==> src/assert_macros.svh <==
// Assertion macros shared by the renderer RTL.
// No dependencies; the bodies are empty when SYNTHESIS is defined.
`ifndef ASSERT_MACROS_SVH
`define ASSERT_MACROS_SVH
`ifndef SYNTHESIS
// Check a property at each rising edge, ignored while reset is high
`define TSG_ASSERT(lbl, clk, rst, prop, msg) \
   lbl: assert property (@(posedge clk) disable iff (rst) prop) else $error(msg);
// Check a property at each rising edge, reset included
`define TSG_ASSERT_ALWAYS(lbl, clk, prop, msg) \
   lbl: assert property (@(posedge clk) prop) else $error(msg);
`else
`define TSG_ASSERT(lbl, clk, rst, prop, msg)
`define TSG_ASSERT_ALWAYS(lbl, clk, prop, msg)
`endif
`endif

==> src/tsg_pkg.sv <==
// Types and constants of the text/semigraphics line renderer.
// No dependencies; imported by every renderer module except tsg_ram.
`default_nettype none

package tsg_pkg;

   // Operation codes of an input word
   localparam logic [1:0] OP_VIDEO  = 2'd0;
   localparam logic [1:0] OP_FONT   = 2'd1;
   localparam logic [1:0] OP_RENDER = 2'd2;

   // Command kinds handed from the front end to the back end
   localparam logic [1:0] CMD_VIDEO  = 2'd0;
   localparam logic [1:0] CMD_FONT   = 2'd1;
   localparam logic [1:0] CMD_BORDER = 2'd2;
   localparam logic [1:0] CMD_TEXT   = 2'd3;

   // Pixel pair codes
   localparam logic [3:0] CODE_BLACK = 4'd0;
   localparam logic [3:0] CODE_BG    = 4'd1;
   localparam logic [3:0] CODE_FG    = 4'd2;
   localparam logic       SEMI_FLAG  = 1'b1;

   // Geometry
   localparam int GLYPH_COUNT = 96;
   localparam int GLYPH_ROWS  = 12;
   localparam int FONT_DEPTH  = GLYPH_COUNT * GLYPH_ROWS;
   localparam int FONT_AW     = $clog2(FONT_DEPTH);
   localparam logic [8:0] HALF_LINES = 9'd240;
   localparam logic [5:0] MAX_COLUMNS = 6'd40;
   localparam logic [4:0] MAX_ROWS    = 5'd20;
   localparam logic [7:0] FIRST_GLYPH = 8'd32;
   localparam logic [3:0] UPPER_ROWS  = 4'd6;

   // Reciprocal of 24 in 16 fractional bits, exact for values below 480
   localparam logic [11:0] RECIP_24 = 12'd2731;

   typedef struct packed {
      logic [1:0]  kind;
      logic [10:0] address;
      logic [7:0]  data;
      logic [9:0]  base;
      logic [3:0]  glyph_row;
      logic [5:0]  ncols;
   } cmd_type;

   typedef struct packed {
      logic full;
      logic not_empty;
   } qstat_type;

   typedef struct packed {
      logic [7:0][3:0] pair;
      logic            is_border;
      logic            last;
   } rsp_type;

endpackage

`default_nettype wire

==> src/tsg_queue.sv <==
// Two-entry command queue between the front end and the back end.
// Depends on tsg_pkg and assert_macros.svh.
`default_nettype none
`include "assert_macros.svh"

module tsg_queue (
   input  wire  logic              clock,
   input  wire  logic              reset,
   input  wire  logic              push,
   input  wire  tsg_pkg::cmd_type  push_cmd,
   input  wire  logic              pop,
   output tsg_pkg::cmd_type        head,
   output tsg_pkg::qstat_type      qstat
);
   import tsg_pkg::*;

   cmd_type    slot_ff [2];
   logic       wr_ptr_ff, wr_ptr_in;
   logic       rd_ptr_ff, rd_ptr_in;
   logic [1:0] count_ff, count_in;

   assign qstat.full      = (count_ff == 2'd2);
   assign qstat.not_empty = (count_ff != 2'd0);
   assign head            = slot_ff[rd_ptr_ff];

   // Advance pointers and count
   always_comb begin
      wr_ptr_in = push ? !wr_ptr_ff : wr_ptr_ff;
      rd_ptr_in = pop ? !rd_ptr_ff : rd_ptr_ff;
      count_in  = count_ff;
      if (push && !pop) begin
         count_in = count_ff + 2'd1;
      end else if (pop && !push) begin
         count_in = count_ff - 2'd1;
      end
   end

   always_ff @(posedge clock) begin
      if (reset) begin
         wr_ptr_ff <= 1'b0;
         rd_ptr_ff <= 1'b0;
         count_ff  <= 2'd0;
      end else begin
         wr_ptr_ff <= wr_ptr_in;
         rd_ptr_ff <= rd_ptr_in;
         count_ff  <= count_in;
      end
   end

   // Store the pushed command
   always_ff @(posedge clock) begin
      if (push) begin
         slot_ff[wr_ptr_ff] <= push_cmd;
      end
   end

   `TSG_ASSERT(a_push_room, clock, reset, push |-> count_ff != 2'd2, "push into full queue")
   `TSG_ASSERT(a_pop_data, clock, reset, pop |-> count_ff != 2'd0, "pop from empty queue")
   `TSG_ASSERT(a_count_range, clock, reset, count_ff != 2'd3, "queue count out of range")

endmodule

`default_nettype wire

==> config.mk <==
export PLATFORM = sky130hd
export DESIGN_NAME = tsg_queue
export DESIGN_NICKNAME = d
export VERILOG_FILES = /design/src/tsg_pkg.sv /design/src/tsg_queue.sv
export VERILOG_INCLUDE_DIRS = /design/src /design/src/src
export SDC_FILE = /design/constraint.sdc
export NUM_CORES = 1
export LEC_CHECK = 0
export BUFFER_PORTS_ARGS = -buffer_cell sky130_fd_sc_hd__buf_4
export CAP_MARGIN = 10
export CORE_MARGIN = 1
export CORE_UTILIZATION = 50
export DETAILED_ROUTE_END_ITERATION = 6
export GPL_TIMING_DRIVEN = 0
export PLACE_DENSITY = 0.74
export SYNTH_ARGS = -nofsm -noshare
export SYNTH_HDL_FRONTEND = slang
export SYNTH_SLANG_ARGS = --single-unit
==> constraint.sdc <==
create_clock -name clock -period 5.66 [get_ports clock]
set_input_delay 0.283 -clock clock [delete_from_list [all_inputs] [get_ports clock]]
set_output_delay 0.283 -clock clock [all_outputs]
set_load 0.05 [all_outputs]
* Word level (Yosys, flattened, before mapping)
Memories as Yosys holds them, arrays and structs flattened. A register that Yosys moved wholly into a read port is not among the register bits.
Cells that the tools add are included.
W data, S select, Z words.
** Storage, ports and cells
- Flip-flop bits (word level) :: 4
- RAM bits :: 82
- Input bits :: 45
- Output and inout port bits :: 43
- Logic and storage cells :: 21
- Memories :: 1
** Memory list
- slot_ff :: depth 2, width 41, rd ports 1, clocked after Yosys merged registers in 1, write ports 1, line tsg_queue.sv:17 : cmd_type slot_ff [2];
** Cells by class
- Add/subtract/negate cells :: 2
- Equal/unequal tests :: 1
- Multiplexer cells :: 6
- Reductions and logical operators :: 8
** Operators with widths (number)
- $logic_not A1 Y1 :: 4
- $mux W1 :: 4
- $mux W2 :: 2
- $reduce_bool A2 Y1 :: 2
- $add A2 B1 Y2 const B :: 1
- $eq A2 B2 Y1 const B :: 1
- $logic_and A1 B1 Y1 :: 2
- $sub A2 B1 Y2 const B :: 1

* Depth between registers and ports, before layout
- Depth after elaboration :: 4
- Gate-level depth with buffers :: 5
- Gate-level depth less buffers :: 5

* Worst setup path after synthesis
Ideal clock, no wire load.
- Path kind :: register to register
- Start point :: reg wr_ptr_ff
- End point :: mem slot_ff[0][0] (netlist name), enable pin
- Setup time :: 0.444 ns
- Arrival :: 2.163 ns
- Required time :: 5.216 ns
- Path slack :: 3.053 ns
- Cell stages (with the launch flop) :: 2
- Buffers on the path :: 0
- Period minus slack after synthesis :: 2.607 ns
- Path through :: dfxtp_1 nor2b_1
** RTL lines
- start, declared :: line tsg_queue.sv:18 : logic wr_ptr_ff, wr_ptr_in;
- start signal, assigned :: line tsg_queue.sv:44 : wr_ptr_ff <= wr_ptr_in;
- end, declared :: line tsg_queue.sv:17
Straight into the memory's write port.

==> run metrics <==
IO Count about 90; combinational share of power 21.0%; final setup fails 0; core area around 0.006 sq mm; final setup TNS 0 ns; Inst Count DP 314; fmax between 500 and 600 MHz; Final Cycle Share ~33%; Die W ~82 microns; Port Buffers 87; Initial Util between 50% and 60%; nets 296; Post-Synth Simple-Gate Area under 10%; sequential share of the synthesized area about 81%; Max IR drop VDD roughly 0.23 mV; Filler cells approximately 420; Pleak approximately 1.6 nW; Worst setup EP type primary output; die area about 0.0067 sq mm; Flop pwr share between 50% and 60%; min-delay src push_cmd[39]; Post-Synth Adder-Cell Area 0.3948%; H-tree depth 3; status finished, final reports clean; GR met1 Demand/Resource around a fifth; Synth Instances 150; Post-DRT Antenna Nets 0; CTS buffer count 9; via count between 1,500 and 2,000; dpl cell area roughly 0.004 sq mm; number of sinks on the clock net 87; RSZ-0062 raised after global routing no; layout cells sized above 1 59.22%; largest net degree at the start of global routing 24; main combinational cell family by area after synthesis multiplexers; GR peak layer met2; pwr/cell area roughly 350 mW/mm^2; Sw Share 28.98%; post-CTS setup buffer count 0; GR met2 Demand/Resource 26.33%; root buffer cell clkbuf_8; nature of the critical path startpoint flop; Avg Cell Area, Syn ~21 sq um; Synth Area in XOR/XNOR 1.105%; GRT met3 Usage under 10%; yosys warns 0; Final Max Tran Viols 0; sequential cell area ~0.0026 sq mm; internal power just over 1 mW; synthesis-stage register bit count 87; global-route wire length before repair approximately 7600 microns; worst-skew pair later-pin latency around 0.34 ns; Die Y 81.62 microns; drt wl/cell ~16 microns; gp weighted congestion 0.6511; Tmin final approximately 1.8 ns; mux cell area share after synthesis roughly 15%; TritonCTS clock tree yes; kind of critical path reg -> out; CTS Hold Buffers Added 0; CTS resizes 0; Initial DRC Count 58; hold-critical path depth 1; DP Wirelength approximately 3600 microns; CP max FO 10; Clock Pin Slew Worst Setup and Hold Paths about 0.090 ns; DRC Markers 0; R2R cell count 2; Compound-Gate Fraction of Synth Area 0.3158%; Antenna diodes 0; Worst Path Required roughly 5.4 ns; Rel. slew slack about three fifths; sw power slightly above 0.4 mW; clock group share of total power roughly a quarter; Clock Path Buffers 2; vias in the first global route ~1,600; Multi-input gate area 576.8 sq um; Core Rows 28; Worst R2R Setup Slack 4.16 ns; initial antenna violation count 0; Yosys cell types 18; fin cells between 300 and 400; final core utilization just under 70%; vias per cell slightly below 5; Finished Cell Area 0.004151 sq mm; drt total wl around 5200 microns; Final Hold Fails 0; RR Startpoint wr_ptr_ff$_SDFFE_PP0P_; worst min path class in -> reg; Hold EP slot_ff[0][39]$_DFFE_PP_; Max Cap Viol 0; Tot Pwr 1.434 mW; Net Count, Synth ~200; Arrival @ worst endpoint 1.56 ns; Tightest Pin Transition 0.6174 ns; worst r2r dst slot_ff[1][22]$_DFFE_PP_; Max Clock Skew a little over 0.01 ns; synthesis-to-finish area growth 30.99%; global route overflow 0; TritonRoute pass-1 iters 4; synthesized area between 0.003 and 0.004 sq mm; Total Routing Usage GR between 15 and 20%
worst max-delay path by stage:
stage / from / endpoint / slack [ns] / cells past startpoint
3_5_place_dp: push / slot_ff[0][28]$_DFFE_PP_ / 4.13 / 3
4_1_cts: flop / head[10] / 3.78 / 4
3_3_place_gp: push / slot_ff[0][27]$_DFFE_PP_ / 1.95 / 2
6_report: flop / head[20] / 3.81 / 4
5_1_grt: flop / head[20] / 3.73 / 4
2_1_floorplan: wr_ptr_ff$_SDFFE_PP0P_ / slot_ff[0][0]$_DFFE_PP_ / 3.05 / 1
state kept, by name, indices dropped and copies added, names as in the netlist, named ones only:
register,count
count_ff,2
rd_ptr_ff,1
slot_ff,82
wr_ptr_ff,1
cell type report:
| class | instances | area share [%] |
|---|---|---|
| repair buffers | 89 | 17.06 |
| well taps | 75 | 2.260 |
| plain buffers | 5 | 0.8439 |
| multi-input cells | 57 | 13.89 |
| flip-flops and latches | 87 | 61.72 |
| clock inverters | 7 | 1.145 |
| inverters | 1 | 0.09042 |
| clock buffers | 9 | 2.984 |
worst max-delay path, stage by stage, from the launching register on:
cell	delay, ns
dfxtp_1	0.32
buf_2	0.15
buf_4	0.20
mux2_2	0.36
buf_4	0.19
layout by cell type (no fill, tap or decap), drive strengths merged:
master    count
inv           2
xor2          2
clkinvlp      1
and2b         1
clkinv        5
o21ai         1
edfxtp       82
a21oi         1
buf          94
clkbuf        9
ha            1
and2          1
dfxtp         5
nor2b         1
xnor2         2
mux2         41
or2           1
nor2          4
or3           1
Yosys cell counts, drive strengths merged:
master | number | area [sq um]
and2 | 1 | 6.260
nor2b | 1 | 6.260
inv | 1 | 3.750
or3 | 1 | 6.260
edfxtp | 82 | 2462
or2 | 1 | 6.260
ha | 1 | 12.51
xor2 | 2 | 17.52
xnor2 | 2 | 17.52
nor2 | 4 | 15.01
o21ai | 1 | 5.000
a21oi | 1 | 5.000
dfxtp | 5 | 100.1
and2b | 1 | 8.760
mux2 | 41 | 461.7
buf | 5 | 35.03
kinds of logic after synthesis:
family	count (synthesis)
flip-flops	87
multiplexers	41
AND/OR/NAND/NOR	9
buffers and inverters	6
XOR/XNOR	4
AO/OA/AOI/OAI	2
adder cells (fa/ha/maj)	1
power groups by stage:
stage	combinational [mW]	sequential (mW)	clock, mW
3_5_place_dp	0.304	0.774	0
3_3_place_gp	0.294	0.774	0
6_report	0.301	0.758	0.374
5_1_grt	0.317	0.763	0.405
4_1_cts	0.305	0.759	0.380
2_1_floorplan	0.202	0.772	0
per-layer routing:
layer | vias up | routed length, microns
met5 | - | 0
met4 | 0 | 57
met3 | 6 | 274
met2 | 45 | 2721
met1 | 784 | 2157
li1 | 778 | -
through the flow:
step | setup WS, ns | hold WS (ns)
floorplan | 3.053 | 0.3521
global placement | 1.953 | 0.4678
detailed placement | 4.127 | 0.4708
CTS | 3.783 | 0.1096
global route | 3.732 | 0.1065
finish | 3.813 | 0.1239
Note: power is estimated with default switching activity, not from simulation.
