`config.mk`:
```
export PLATFORM = sky130hd
export DESIGN_NAME = tsg_front
export DESIGN_NICKNAME = d
export VERILOG_FILES = /design/src/assert_macros.svh /design/src/tsg_pkg.sv /design/src/tsg_front.sv
export SDC_FILE = /design/constraint.sdc
export NUM_CORES = 1
export LEC_CHECK = 0
export ABC_AREA = 0
export BUFFER_PORTS_ARGS = -buffer_cell sky130_fd_sc_hd__buf_2
export CAP_MARGIN = 20
export CORE_MARGIN = 4
export CORE_UTILIZATION = 45
export CTS_BUF_LIST = sky130_fd_sc_hd__clkbuf_4
export CTS_CLUSTER_DIAMETER = 80
export DETAILED_ROUTE_END_ITERATION = 12
export GPL_ROUTABILITY_DRIVEN = 0
export PLACE_DENSITY = 0.66
export SYNTH_ARGS = -nofsm -noshare
export SYNTH_HDL_FRONTEND = slang
export SYNTH_SLANG_ARGS = --single-unit
```
`constraint.sdc`:
```
create_clock -name clock -period 13.9 [get_ports clock]
set_clock_uncertainty 0.05 [all_clocks]
set_input_delay 2.78 -clock clock [delete_from_list [all_inputs] [get_ports clock]]
set_output_delay 2.78 -clock clock [all_outputs]
set_load 0.01 [all_outputs]
```
`src/assert_macros.svh`:
```
// Assertion macros shared by the renderer RTL.
// No dependencies; the bodies are empty when SYNTHESIS is defined.
`ifndef ASSERT_MACROS_SVH
`define ASSERT_MACROS_SVH
`ifndef SYNTHESIS
// Check a property at each rising edge, ignored while reset is high
`define TSG_ASSERT(lbl, clk, rst, prop, msg) \
   lbl: assert property (@(posedge clk) disable iff (rst) prop) else $error(msg);
// Check a property at each rising edge, reset included
`define TSG_ASSERT_ALWAYS(lbl, clk, prop, msg) \
   lbl: assert property (@(posedge clk) prop) else $error(msg);
`else
`define TSG_ASSERT(lbl, clk, rst, prop, msg)
`define TSG_ASSERT_ALWAYS(lbl, clk, prop, msg)
`endif
`endif

```
`src/tsg_pkg.sv`:
```
// Types and constants of the text/semigraphics line renderer.
// No dependencies; imported by every renderer module except tsg_ram.
`default_nettype none

package tsg_pkg;

   // Operation codes of an input word
   localparam logic [1:0] OP_VIDEO  = 2'd0;
   localparam logic [1:0] OP_FONT   = 2'd1;
   localparam logic [1:0] OP_RENDER = 2'd2;

   // Command kinds handed from the front end to the back end
   localparam logic [1:0] CMD_VIDEO  = 2'd0;
   localparam logic [1:0] CMD_FONT   = 2'd1;
   localparam logic [1:0] CMD_BORDER = 2'd2;
   localparam logic [1:0] CMD_TEXT   = 2'd3;

   // Pixel pair codes
   localparam logic [3:0] CODE_BLACK = 4'd0;
   localparam logic [3:0] CODE_BG    = 4'd1;
   localparam logic [3:0] CODE_FG    = 4'd2;
   localparam logic       SEMI_FLAG  = 1'b1;

   // Geometry
   localparam int GLYPH_COUNT = 96;
   localparam int GLYPH_ROWS  = 12;
   localparam int FONT_DEPTH  = GLYPH_COUNT * GLYPH_ROWS;
   localparam int FONT_AW     = $clog2(FONT_DEPTH);
   localparam logic [8:0] HALF_LINES = 9'd240;
   localparam logic [5:0] MAX_COLUMNS = 6'd40;
   localparam logic [4:0] MAX_ROWS    = 5'd20;
   localparam logic [7:0] FIRST_GLYPH = 8'd32;
   localparam logic [3:0] UPPER_ROWS  = 4'd6;

   // Reciprocal of 24 in 16 fractional bits, exact for values below 480
   localparam logic [11:0] RECIP_24 = 12'd2731;

   typedef struct packed {
      logic [1:0]  kind;
      logic [10:0] address;
      logic [7:0]  data;
      logic [9:0]  base;
      logic [3:0]  glyph_row;
      logic [5:0]  ncols;
   } cmd_type;

   typedef struct packed {
      logic full;
      logic not_empty;
   } qstat_type;

   typedef struct packed {
      logic [7:0][3:0] pair;
      logic            is_border;
      logic            last;
   } rsp_type;

endpackage

`default_nettype wire

```
`src/tsg_front.sv`:
```
// Front end: accepts input words, screens writes and works out line geometry.
// Depends on tsg_pkg; feeds tsg_queue.
`default_nettype none

module tsg_front #(
   parameter int VIDEO_DEPTH = 1024
) (
   input  wire  logic              clock,
   input  wire  logic              reset,
   input  wire  logic              start,
   input  wire  logic              block,
   output logic                    busy,
   input  wire  logic [1:0]        operation,
   input  wire  logic [10:0]       address,
   input  wire  logic [7:0]        write_data,
   input  wire  logic [8:0]        line_number,
   input  wire  logic [5:0]        columns,
   input  wire  logic [4:0]        rows,
   input  wire  tsg_pkg::qstat_type qstat,
   output logic                    push,
   output tsg_pkg::cmd_type        cmd
);
   import tsg_pkg::*;

   logic        accept;
   logic        s1_valid_ff, s1_valid_in;
   logic [1:0]  s1_op_ff;
   logic [10:0] s1_addr_ff;
   logic [7:0]  s1_data_ff;
   logic [8:0]  s1_line_ff;

   logic        s2_valid_ff, s2_valid_in;
   logic        s2_keep_ff, s2_keep_in;
   logic [1:0]  s2_kind_ff, s2_kind_in;
   logic [10:0] s2_addr_ff;
   logic [7:0]  s2_data_ff;
   logic [8:0]  s2_rel_ff, s2_rel_in;
   logic [4:0]  s2_q_ff, s2_q_in;
   logic [5:0]  s2_ncols_ff, s2_ncols_in;

   logic [4:0]  nrows;
   logic [8:0]  rows_x12;
   logic [8:0]  top_line;
   logic [8:0]  end_line;
   logic        border;
   logic [20:0] q_prod;
   logic [8:0]  rem;

   // One word in the front end at a time
   assign busy   = block || s1_valid_ff || s2_valid_ff;
   assign accept = start && !busy;

   assign s1_valid_in = accept;

   // Clamp the screen size and find the border band
   always_comb begin
      s2_ncols_in = columns;
      if (columns == 6'd0) begin
         s2_ncols_in = 6'd1;
      end else if (columns > MAX_COLUMNS) begin
         s2_ncols_in = MAX_COLUMNS;
      end
      nrows = (rows > MAX_ROWS) ? MAX_ROWS : rows;
   end

   assign rows_x12  = {nrows, 3'b000} + {2'b00, nrows, 2'b00};
   assign top_line  = HALF_LINES - rows_x12;
   assign end_line  = HALF_LINES + rows_x12;
   assign border    = (s1_line_ff < top_line) || (s1_line_ff >= end_line);
   assign s2_rel_in = s1_line_ff - top_line;
   assign q_prod    = 21'(s2_rel_in) * 21'(RECIP_24);
   assign s2_q_in   = q_prod[20:16];

   // Classify the word; drop unused codes and writes out of range
   always_comb begin
      s2_kind_in = CMD_VIDEO;
      s2_keep_in = 1'b0;
      unique case (s1_op_ff)
         OP_VIDEO: begin
            s2_kind_in = CMD_VIDEO;
            s2_keep_in = 13'(s1_addr_ff) < 13'(VIDEO_DEPTH);
         end
         OP_FONT: begin
            s2_kind_in = CMD_FONT;
            s2_keep_in = 13'(s1_addr_ff) < 13'(FONT_DEPTH);
         end
         OP_RENDER: begin
            s2_kind_in = border ? CMD_BORDER : CMD_TEXT;
            s2_keep_in = 1'b1;
         end
         default: begin
            s2_kind_in = CMD_VIDEO;
            s2_keep_in = 1'b0;
         end
      endcase
   end

   // Hold stage two until the queue has room
   assign push = s2_valid_ff && s2_keep_ff && !qstat.full;

   always_comb begin
      s2_valid_in = s2_valid_ff;
      if (s1_valid_ff) begin
         s2_valid_in = 1'b1;
      end else if (s2_valid_ff && (!s2_keep_ff || !qstat.full)) begin
         s2_valid_in = 1'b0;
      end
   end

   // Cell row remainder and first video cell of the text row
   assign rem = s2_rel_ff - 9'(9'(s2_q_ff) * 9'd24);

   always_comb begin
      cmd.kind      = s2_kind_ff;
      cmd.address   = s2_addr_ff;
      cmd.data      = s2_data_ff;
      cmd.base      = 10'(10'(s2_q_ff) * 10'(s2_ncols_ff));
      cmd.glyph_row = rem[4:1];
      cmd.ncols     = s2_ncols_ff;
   end

   // Control state
   always_ff @(posedge clock) begin
      if (reset) begin
         s1_valid_ff <= 1'b0;
         s2_valid_ff <= 1'b0;
      end else begin
         s1_valid_ff <= s1_valid_in;
         s2_valid_ff <= s2_valid_in;
      end
   end

   // Payload stages
   always_ff @(posedge clock) begin
      if (accept) begin
         s1_op_ff   <= operation;
         s1_addr_ff <= address;
         s1_data_ff <= write_data;
         s1_line_ff <= line_number;
      end
      if (s1_valid_ff) begin
         s2_keep_ff  <= s2_keep_in;
         s2_kind_ff  <= s2_kind_in;
         s2_addr_ff  <= s1_addr_ff;
         s2_data_ff  <= s1_data_ff;
         s2_rel_ff   <= s2_rel_in;
         s2_q_ff     <= s2_q_in;
         s2_ncols_ff <= s2_ncols_in;
      end
   end

endmodule

`default_nettype wire

```
* After elaboration in Yosys (flattened, before gate mapping) *
Index checks and enable logic that the tools add are counted.

word-level totals
  output and inout bits = 43
  flip-flop bits (word level) = 70
  logic and storage cells = 52
  bits of input ports = 47

cells by class
  equality and inequality tests = 2
  reductions and logical operators = 15
  mux-type cells = 7
  order comparisons = 6
  $add $sub $neg = 5
  multiply operators = 3

operators with widths
  kind                   number
  $lt 11x11->1 const B   2
  $mul 9x12->21 const B  1
  $mul 5x6->10           1
  $add 8x7->9            1
  $add 8x9->9 const A    1
  $ge 9x9->1             1
  $lt 9x9->1             1
  $sub 8x9->9 const A    1
  $sub 9x9->9            1
  $gt 6x6->1 const B     1
  $logic_not 6->1        1
  $mux 6                 1
  $gt 5x5->1 const B     1
  $mul 5x2->2 const B    1
  $mux 5                 1
  $sub 5x5->5            1
  $logic_and 1x1->1      4
  $logic_or 1x1->1       4
  $pmux 2 s2             1
  $logic_not 1->1        3
  $mux 1                 3
  $pmux 1 s3             1
  $eq 2x1->1 const B     1
  $eq 2x2->1 const B     1
  other kinds (3)        3

* Logic depth before layout (Yosys ltp) *
Gate-level depths: netlist of run 1.

  depth after elaboration = 8
  gate-level depth with buffers = 31
  depth with buffers taken out = 30

* Worst setup path after synthesis of run 1 *
OpenSTA, ideal clock, no wires.

  kind = input to register
  start point = in rows[4]
  end point = reg s2_q_ff[4] (data pin)
  arrival = 8.777 ns
  stages on the path = 27
  slack = 4.814 ns
  setup time = 0.259 ns
  path buffers = 1
  required time = 13.591 ns
  cells stage by stage = clkbuf_1 o21ai_0 nand2_1 inv_1 ha_1 a21o_1 a21oi_1 xor2_1 nand3_1 xnor2_1 ha_1 nor2b_1 a221oi_1 nand2_1 ha_1 fa_1 inv_1 fa_1 fa_1 inv_1 ha_1 nand4_1 a211oi_2 a2111oi_4 o31ai_2 a21oi_2 xor2_1

on the way
  word-level cells in the longest chain between the ends = 6

ends and longest elaborated chain
  what                    RTL line          text
  start: declaration      tsg_front.sv:18   input wire logic [4:0] rows,
  $gt 5x5->1              tsg_front.sv:63   nrows = (rows > MAX_ROWS) ? MAX_ROWS : rows;
  $mux 5 (*)              tsg_front.sv:63
  $add 8x7->9 (*)         tsg_front.sv:66   assign rows_x12 = {nrows, 3'b000} + {2'b00, nrows, 2'b00};
  $sub 8x9->9 (*)         tsg_front.sv:67   assign top_line = HALF_LINES - rows_x12;
  $sub 9x9->9 (*)         tsg_front.sv:70   assign s2_rel_in = s1_line_ff - top_line;
  $mul 9x12->21 (*)       tsg_front.sv:71   assign q_prod = 21'(s2_rel_in) * 21'(RECIP_24);
  named net q_prod[20]    tsg_front.sv:46   logic [20:0] q_prod;
  end signal: assignment  tsg_front.sv:147  s2_q_ff <= s2_q_in;
  end: declaration        tsg_front.sv:38   logic [4:0] s2_q_ff, s2_q_in;

Mark *: on every way through the listed nets, which the timed path passes. The rest lies on a longest branch.
A chain may end at the register's enable or synchronous reset.

* Final worst setup path of run 1 *
  start point = in rows[3]
  end point = reg s2_q_ff[4] (data pin)

Same word-level chain as after synthesis.

==> results.yml, run 1 <==
grt:
  grt.overflow.total: 0
  grt_start_max_net_pins: 40
  grt_pass1_wl_um: 16200
  grt_pass1_vias: 3598
  track_usage: 0.150
  antenna_found_initial: 0
setup_path:
  worst_setup_path_start_kind: "input pin"
  crit_path_max_incr_delay_ns: 0.62
  setup.worst_path.end_class: "register"
  path_common_cell: "ha_1"
  critPathRequiredTime_ns: 14.01
  path_buf_inv: 4
  cp_max_fo: 7
  crit_family: "adder cells"
  path_class: "in2reg"
  worstPathArrival_ns: 9.50
  cp_num_cells: 27
  r2r.worst_path.cells: 20
  slowest_stage: "fa_1"
floorplan:
  dieHeight_um: 117
  fp.dieW_um: 117
  dieArea_um2: 13700
  start_util: 0.466
  rows: 39
  core_um2: 11500
  io_pins: 90
drt:
  routed_wl_um: 10000
  viasPerCell: 4.94
  drtPass1Iterations: 4
  vias: 3508
  drc: 0
  final_antenna_net_count: 0
  drt_iter0_markers: 141
  wl_per_cell_um: 14.1
placement:
  place_hpwl_um: 8460
  dp_slack_ns: 4.06
  io_buffers: 88
  dpl.cell_count: 694
clock_network:
  postCtsSetupBuffers: 0
  clockBufferDepth: 2
  cts_tree: "yes"
  h-tree-depth: 3
  ctsRootBufferMaster: "clkbuf_4"
  ctsResizeCount: 0
  numCtsBuffers: 9
  cts.sinks: 69
  clk_pin_slew_ns: 0.13
  hold_buffers: 0
  worstSkewPairLatency_ns: 0.40
outcome:
  status: "complete, no violations"
timing:
  worstMarginPinSlew_ns: 0.906
  slew_viol_final: 0
  setup_ws_ns: 4.51
  hold_viol_final: 0
  totalNegativeSetupSlack_ns: 0
  period_minus_slack_ns: 9.39
  relSlewSlack: 0.396
  fmax_ghz: 0.107
  rsz0062_at_grt: "no"
  setup_viol: 0
  fin_crit_sh: 0.675
logic_synthesis:
  synth.distinct_cells: 43
  synth_area_um2: 5360
  async_flop_share: 0
  syn_inst: 466
  postSynthAreaPerCell_um2: 11.5
  yosysWarnings: 0
  mappedNetlistNets: 635
  yosysSeqAreaShare: 0.383
  ys_ff_latch: 69
  synth_flop_cell: "edfxtp_1"
  synth_edf_count: 67
layout:
  area_growth_syn_to_layout_pct: 14.1
  n_antenna_cell: 0
  drive_gt1_frac: 0.203
  final_cells: 710
  fin_nets: 731
worst_hold_path:
  hold_depth: 0
  hold_path.class: "reg2reg"
flow_run:
  max_cap_viol_count: 0
[layout by cell type, fill, tap and decap left out, types with 2 or more instances in the layout]
cell type	count
o41ai_1	2
ha_1	86
a21oi_1	15
o21ai_0	14
xnor2_1	21
a31oi_1	2
a21o_1	7
and2_1	19
nor2_1	17
a221oi_1	3
clkbuf_4	9
fa_1	36
o31ai_1	2
nand2_1	27
inv_1	90
o21a_1	2
or3_1	2
nand4_1	3
nand3_1	2
xor2_1	10
nor3_1	6
nor2b_1	7
buf_2	88
edfxtp_1	67
inv_6	3
a211oi_2	2
[cell type report]
type / count / area (um^2)
fillers: 1046 / 5400
multi-input cells: 303 / 2950
flip-flops and latches: 69 / 2050
repair buffers: 89 / 448
inverters: 90 / 338
well taps: 143 / 179
clock inverters: 7 / 80.1
clock buffers: 9 / 67.6
[logic make-up (layout without fill, tap and decap cells)]
group,Yosys count,count (layout),synth area share
adder cells (fa/ha/maj),122,122,0.335
flip-flops,69,69,0.383
buffers and inverters,94,195,0.0672
AND/OR/NAND/NOR,88,88,0.0807
XOR/XNOR,31,31,0.0506
AO/OA/AOI/OAI,61,61,0.0817
multiplexers,1,1,0.00187
[registers in the layout, indices dropped and copies added (netlist names)]
signal,flops
s2_data_ff,8
s2_valid_ff,1
s1_valid_ff,1
s2_keep_ff,1
s2_addr_ff,11
s2_rel_ff,4
s2_q_ff,5
s1_line_ff,9
s2_ncols_ff,6
s1_op_ff,2
s1_addr_ff,11
s1_data_ff,8
s2_kind_ff,2
[worst paths after layout]
kind / to / from / slack [ns]
worst min-delay path: s2_addr_ff[1] / s1_addr_ff[1] / 0.36
worst max register to register: s2_q_ff[4] / s1_line_ff[2] / 8.30
worst min register to register: s2_addr_ff[1] / s1_addr_ff[1] / 0.36
worst max-delay path: s2_q_ff[4] / rows[3] / 4.51
[worst reg2reg max path, stage by stage, from the launching register on]
cell and delay, ns:
edfxtp_1 0.36, inv_1 0.04, ha_1 0.23, fa_1 0.42, nor2b_1 0.16, o31a_1 0.18
mux2i_1 0.19, nand2_1 0.16, ha_1 0.31, fa_1 0.62, inv_1 0.08, fa_1 0.49
fa_1 0.54, inv_1 0.04, ha_1 0.27, nand4_1 0.15, a211oi_2 0.36, a2111oi_4 0.15
o31ai_2 0.30, a21oi_2 0.10, xor2_1 0.14
[synth_stat cells, drive strengths merged, types with 2 or more instances]
cell type	n	area, um^2
inv	90	338
ha	86	1080
edfxtp	67	2010
fa	36	721
nand2	27	101
xnor2	21	184
and2	19	119
nor2	18	67.6
a21oi	16	83.8
o21ai	15	75.1
xor2	10	87.6
a21o	8	61.3
nor2b	7	43.8
nor3	6	30.0
a221oi	3	26.3
nand4	3	18.8
o31ai	3	27.5
a211oi	2	25.0
a31oi	2	12.5
buf	2	15.0
clkbuf	2	7.51
dfxtp	2	40.0
nand3	2	10.0
o21a	2	15.0
o41ai	2	17.5
or3	2	12.5
[metrics by stage]
step | utilization | cell area [um^2] | hold WS, ns
2_1_floorplan | - | 5360 | 0.350
3_3_place_gp | 0.518 | 5970 | 0.351
3_5_place_dp | 0.518 | 5970 | 0.355
4_1_cts | 0.531 | 6120 | 0.366
5_1_grt | 0.531 | 6120 | 0.367
6_report | 0.531 | 6120 | 0.363
[routing by layer]
metal / vias to the layer above / track usage / part of all wire
met3: 9 / 0.0247 / 0.033
met1: 1661 / 0.188 / 0.43
met4: 0 / 0.0398 / 0.011
li1: 1768 / - / -
met2: 70 / 0.267 / 0.52
met5: - / 0 / 0
Power of run 1 is left out: the tool's default activity adds up to more than one toggle a clock period on the data nets, which glitch-free logic cannot reach.
==> run 2, diff against run 1 <==
- clock period: 13.9 -> 8.9 ns (I/O delays scaled with it)
==> run 2 against run 1 <==
  * Non-clock buffer count increased by 3
  * Design area up 0.78%
  * Cell count grew 0.42%
  * Sequential share of layout area fell by 0.26 points
  * Worst hold slack gained 0.014 ns
  * Critical endpoint unchanged
  * Highest routed layer unchanged
==> results.yml, run 2 (synthesized netlist as in run 1, its figures left out) <==
setup_path:
  setup.worst_path.end_class: "register"
  worstReg2RegEnd: "s2_q_ff[4]"
  startpoint: "rows[3]"
  crit_path_max_incr_delay_ns: 0.62
  cp_max_fo: 7
  regToRegStartpoint: "s1_line_ff[2]"
  slowest_stage: "fa_1"
  worstPathArrival_ns: 8.43
  worst_setup_path_start_kind: "input pin"
  reg2reg_slack_ns: 3.22
  path_class: "in2reg"
  r2r.worst_path.cells: 20
  critPathRequiredTime_ns: 9.02
layout:
  final_common_cell: "inv_1"
  num-fill-cells: 1008
  area_growth_syn_to_layout_pct: 15.0
  multi_input_area_um2: 2950
  final_cell_mix: "inv_1 (90), buf_2 (88), ha_1 (86), edfxtp_1 (67), fa_1 (36)"
  n_antenna_cell: 0
  final_cell_area_um2: 6160
  final_cells: 713
  drive_gt1_frac: 0.207
  reg_top3: "s1_addr_ff (11), s2_addr_ff (11), s1_line_ff (9)"
  fin_nets: 734
  regArea_um2: 2050
clock_network:
  hold_buffers: 0
  cts_tree: "yes"
  worstSkewPairLatency_ns: 0.41
  h-tree-depth: 3
  ctsResizeCount: 0
  clockBufferDepth: 2
  numCtsBuffers: 9
  cts.sinks: 69
  clk_pin_slew_ns: 0.13
  ctsRootBufferMaster: "clkbuf_4"
  postCtsSetupBuffers: 0
placement:
  placed_area_um2: 5990
  io_buffers: 88
  dpl.cell_count: 697
  place_hpwl_um: 8450
  dp_slack_ns: 0.183
drt:
  viasPerCell: 4.99
  vias: 3559
  final_antenna_net_count: 0
  drtPass1Iterations: 4
  drt_iter0_markers: 122
  drc: 0
  routed_wl_um: 10200
  wl_per_cell_um: 14.2
floorplan:
  dieArea_um2: 13700
  start_util: 0.466
  core_um2: 11500
  dieHeight_um: 117
  fp.dieW_um: 117
  io_pins: 90
  rows: 39
timing:
  setup_ws_ns: 0.583
  totalNegativeSetupSlack_ns: 0
  period_minus_slack_ns: 8.32
  hold_viol_final: 0
  setup_viol: 0
  worstMarginPinSlew_ns: 0.916
  fmax_ghz: 0.120
  relSlewSlack: 0.389
  fin_crit_sh: 0.934
  rsz0062_at_grt: "no"
  slew_viol_final: 0
worst_hold_path:
  hold_end: "s2_data_ff[7]"
  hold_path.class: "reg2reg"
  hold_depth: 0
  hp-start: "s1_data_ff[7]"
grt:
  grt_pass1_wl_um: 16600
  track_usage: 0.153
  grt_pass1_vias: 3712
  antenna_found_initial: 0
  grt_start_max_net_pins: 40
  grt.overflow.total: 0
outcome:
  status: "complete, no violations"
flow_run:
  max_cap_viol_count: 0
-- run 2: changes by cell type in the layout (fill, tap and decap cells not counted), sizes merged --
cell,change
buf,+3
bufinv,+1
clkinv,-1
-- run 2: worst max path at each step --
stage	slack, ns	depth (start not counted)	end
after global placement	0.34	28	s2_q_ff[4]
after CTS	0.61	29	s2_q_ff[4]
final	0.58	29	s2_q_ff[4]
after detailed placement	0.18	29	s2_q_ff[4]
after floorplan	0.81	27	s2_q_ff[4]
after global routing	0.15	29	s2_q_ff[4]
-- run 2: critical path: cells and delay by family --
kind / cells / cell delay, ns
AND/OR/NAND/NOR: 5 / 0.75
XOR/XNOR: 1 / 0.16
AO/OA/AOI/OAI: 10 / 2.20
buffers and inverters: 5 / 0.51
adder cells (fa/ha/maj): 8 / 3.01
-- run 2: stage by stage --
stage / hold WS, ns / util
2_1_floorplan: 0.350 / -
3_3_place_gp: 0.351 / 0.520
3_5_place_dp: 0.355 / 0.520
4_1_cts: 0.372 / 0.535
5_1_grt: 0.384 / 0.535
6_report: 0.377 / 0.535
-- run 2: layout make-up --
class                   count  share of cell area
repair buffers             92              0.0763
clock inverters             7              0.0170
flip-flops and latches     69               0.333
inverters                  90              0.0548
clock buffers               9              0.0110
multi-input cells         303               0.479
well taps                 143              0.0290
-- run 2: layer usage --
metal,part of all wire,vias to the layer above,global-route usage
met4,0.016,0,0.0489
li1,-,1777,-
met3,0.044,14,0.0298
met2,0.52,78,0.274
met1,0.42,1690,0.186
met5,0,-,0
Power of run 2 is left out for the same reason.
==> run 3, diff against run 2 <==
- PLACE_DENSITY: 0.66 -> default
- PLACE_DENSITY_LB_ADDON: default -> 0.05
==> run 3 against run 2 <==
  * Via count shrank 4.5%
  * Wire length shrank 4.0%
  * Cell count shrank 0.14%
  * Maximum frequency grew 1.5%
  * Non-clock buffer count shrank 1
  * First-iteration DRC count grew 30%
  * Flip-flop and latch count is the same
  * Sequential share of layout area grew 0.18 points
  * Clock-buffer cell count is the same
  * Design area shrank 0.53%
==> results.yml, run 3 (synthesized netlist as in run 1, its figures left out) <==
timing:
  fmax_ghz: 0.122
  slew_viol_final: 0
  worstMarginPinSlew_ns: 0.917
  hold_viol_final: 0
  relSlewSlack: 0.388
  fin_crit_sh: 0.921
  rsz0062_at_grt: "no"
  setup_ws_ns: 0.702
  period_minus_slack_ns: 8.20
  totalNegativeSetupSlack_ns: 0
  setup_viol: 0
drt:
  final_antenna_net_count: 0
  drt_iter0_markers: 159
  routed_wl_um: 9750
  vias: 3399
  drtPass1Iterations: 4
  drc: 0
  wl_per_cell_um: 13.7
  viasPerCell: 4.77
layout:
  final_cell_area_um2: 6130
  multi_input_area_um2: 2950
  fin_nets: 733
  regArea_um2: 2050
  n_antenna_cell: 0
  final_common_cell: "inv_1"
  num-fill-cells: 1050
  final_cells: 712
  area_growth_syn_to_layout_pct: 14.4
  drive_gt1_frac: 0.206
  final_cell_mix: "inv_1 (90), buf_2 (88), ha_1 (86), edfxtp_1 (67), fa_1 (36)"
  reg_top3: "s1_addr_ff (11), s2_addr_ff (11), s1_line_ff (9)"
floorplan:
  io_pins: 90
  dieHeight_um: 117
  start_util: 0.466
  core_um2: 11500
  rows: 39
  dieArea_um2: 13700
  fp.dieW_um: 117
grt:
  grt.overflow.total: 0
  grt_pass1_wl_um: 16400
  grt_start_max_net_pins: 40
  grt_pass1_vias: 3472
  track_usage: 0.153
  antenna_found_initial: 0
placement:
  io_buffers: 88
  placed_area_um2: 5980
  dpl.cell_count: 696
  place_hpwl_um: 8100
  dp_slack_ns: 0.176
clock_network:
  hold_buffers: 0
  clk_pin_slew_ns: 0.13
  ctsRootBufferMaster: "clkbuf_4"
  cts.sinks: 69
  h-tree-depth: 3
  postCtsSetupBuffers: 0
  clockBufferDepth: 2
  worstSkewPairLatency_ns: 0.42
  numCtsBuffers: 9
  cts_tree: "yes"
  ctsResizeCount: 0
outcome:
  status: "complete, no violations"
setup_path:
  path_class: "in2reg"
  worst_setup_path_start_kind: "input pin"
  regToRegStartpoint: "s1_line_ff[2]"
  worstReg2RegEnd: "s2_q_ff[4]"
  cp_max_fo: 7
  crit_end: "s2_q_ff[4]"
  critPathRequiredTime_ns: 9.02
  path_common_cell: "ha_1"
  worstPathArrival_ns: 8.32
  reg2reg_slack_ns: 3.35
  setup.worst_path.end_class: "register"
  startpoint: "rows[3]"
  crit_path_max_incr_delay_ns: 0.63
  slowest_stage: "fa_1"
  r2r.worst_path.cells: 20
worst_hold_path:
  hold_path.class: "reg2reg"
flow_run:
  max_cap_viol_count: 0
==> run 3: routing by layer <==
layer  up-vias  routed length, um  global-route usage
li1       1769                  -                   -
met1      1559               4650               0.215
met2        69               4600               0.241
met3         2                446              0.0365
met4         0                 46              0.0390
met5         -                  0                   0
==> run 3: critical path: cells and delay by family <==
family	cells	cell delay (ns)
AND/OR/NAND/NOR	5	0.81
AO/OA/AOI/OAI	8	1.88
XOR/XNOR	3	0.58
buffers and inverters	4	0.41
adder cells (fa/ha/maj)	7	2.83
==> run 3: worst min-delay path by stage <==
stage	startpoint	end	slack, ns	cells past startpoint
CTS	s1_data_ff[4]	s2_data_ff[4]	0.37	0
global placement	s1_data_ff[5]	s2_data_ff[5]	0.35	0
floorplan	s1_addr_ff[0]	s2_addr_ff[0]	0.35	0
global route	s1_data_ff[5]	s2_data_ff[5]	0.39	0
finish	s1_data_ff[4]	s2_data_ff[4]	0.37	0
detailed placement	s1_data_ff[6]	s2_data_ff[6]	0.35	0
==> run 3: layout make-up <==
class | count | area share
Inverter | 90 | 0.0551
Clock inverter | 7 | 0.0131
Clock buffer | 9 | 0.0110
Sequential cell | 69 | 0.335
Timing Repair Buffer | 91 | 0.0755
Tap cell | 143 | 0.0292
Multi-Input combinational cell | 303 | 0.481
==> run 3: per-stage QoR <==
step            util  hold slack, ns
2_1_floorplan      -           0.350
3_3_place_gp   0.520           0.351
3_5_place_dp   0.520           0.355
4_1_cts        0.532           0.370
5_1_grt        0.532           0.386
6_report       0.532           0.366
Power of run 3 is left out for the same reason.
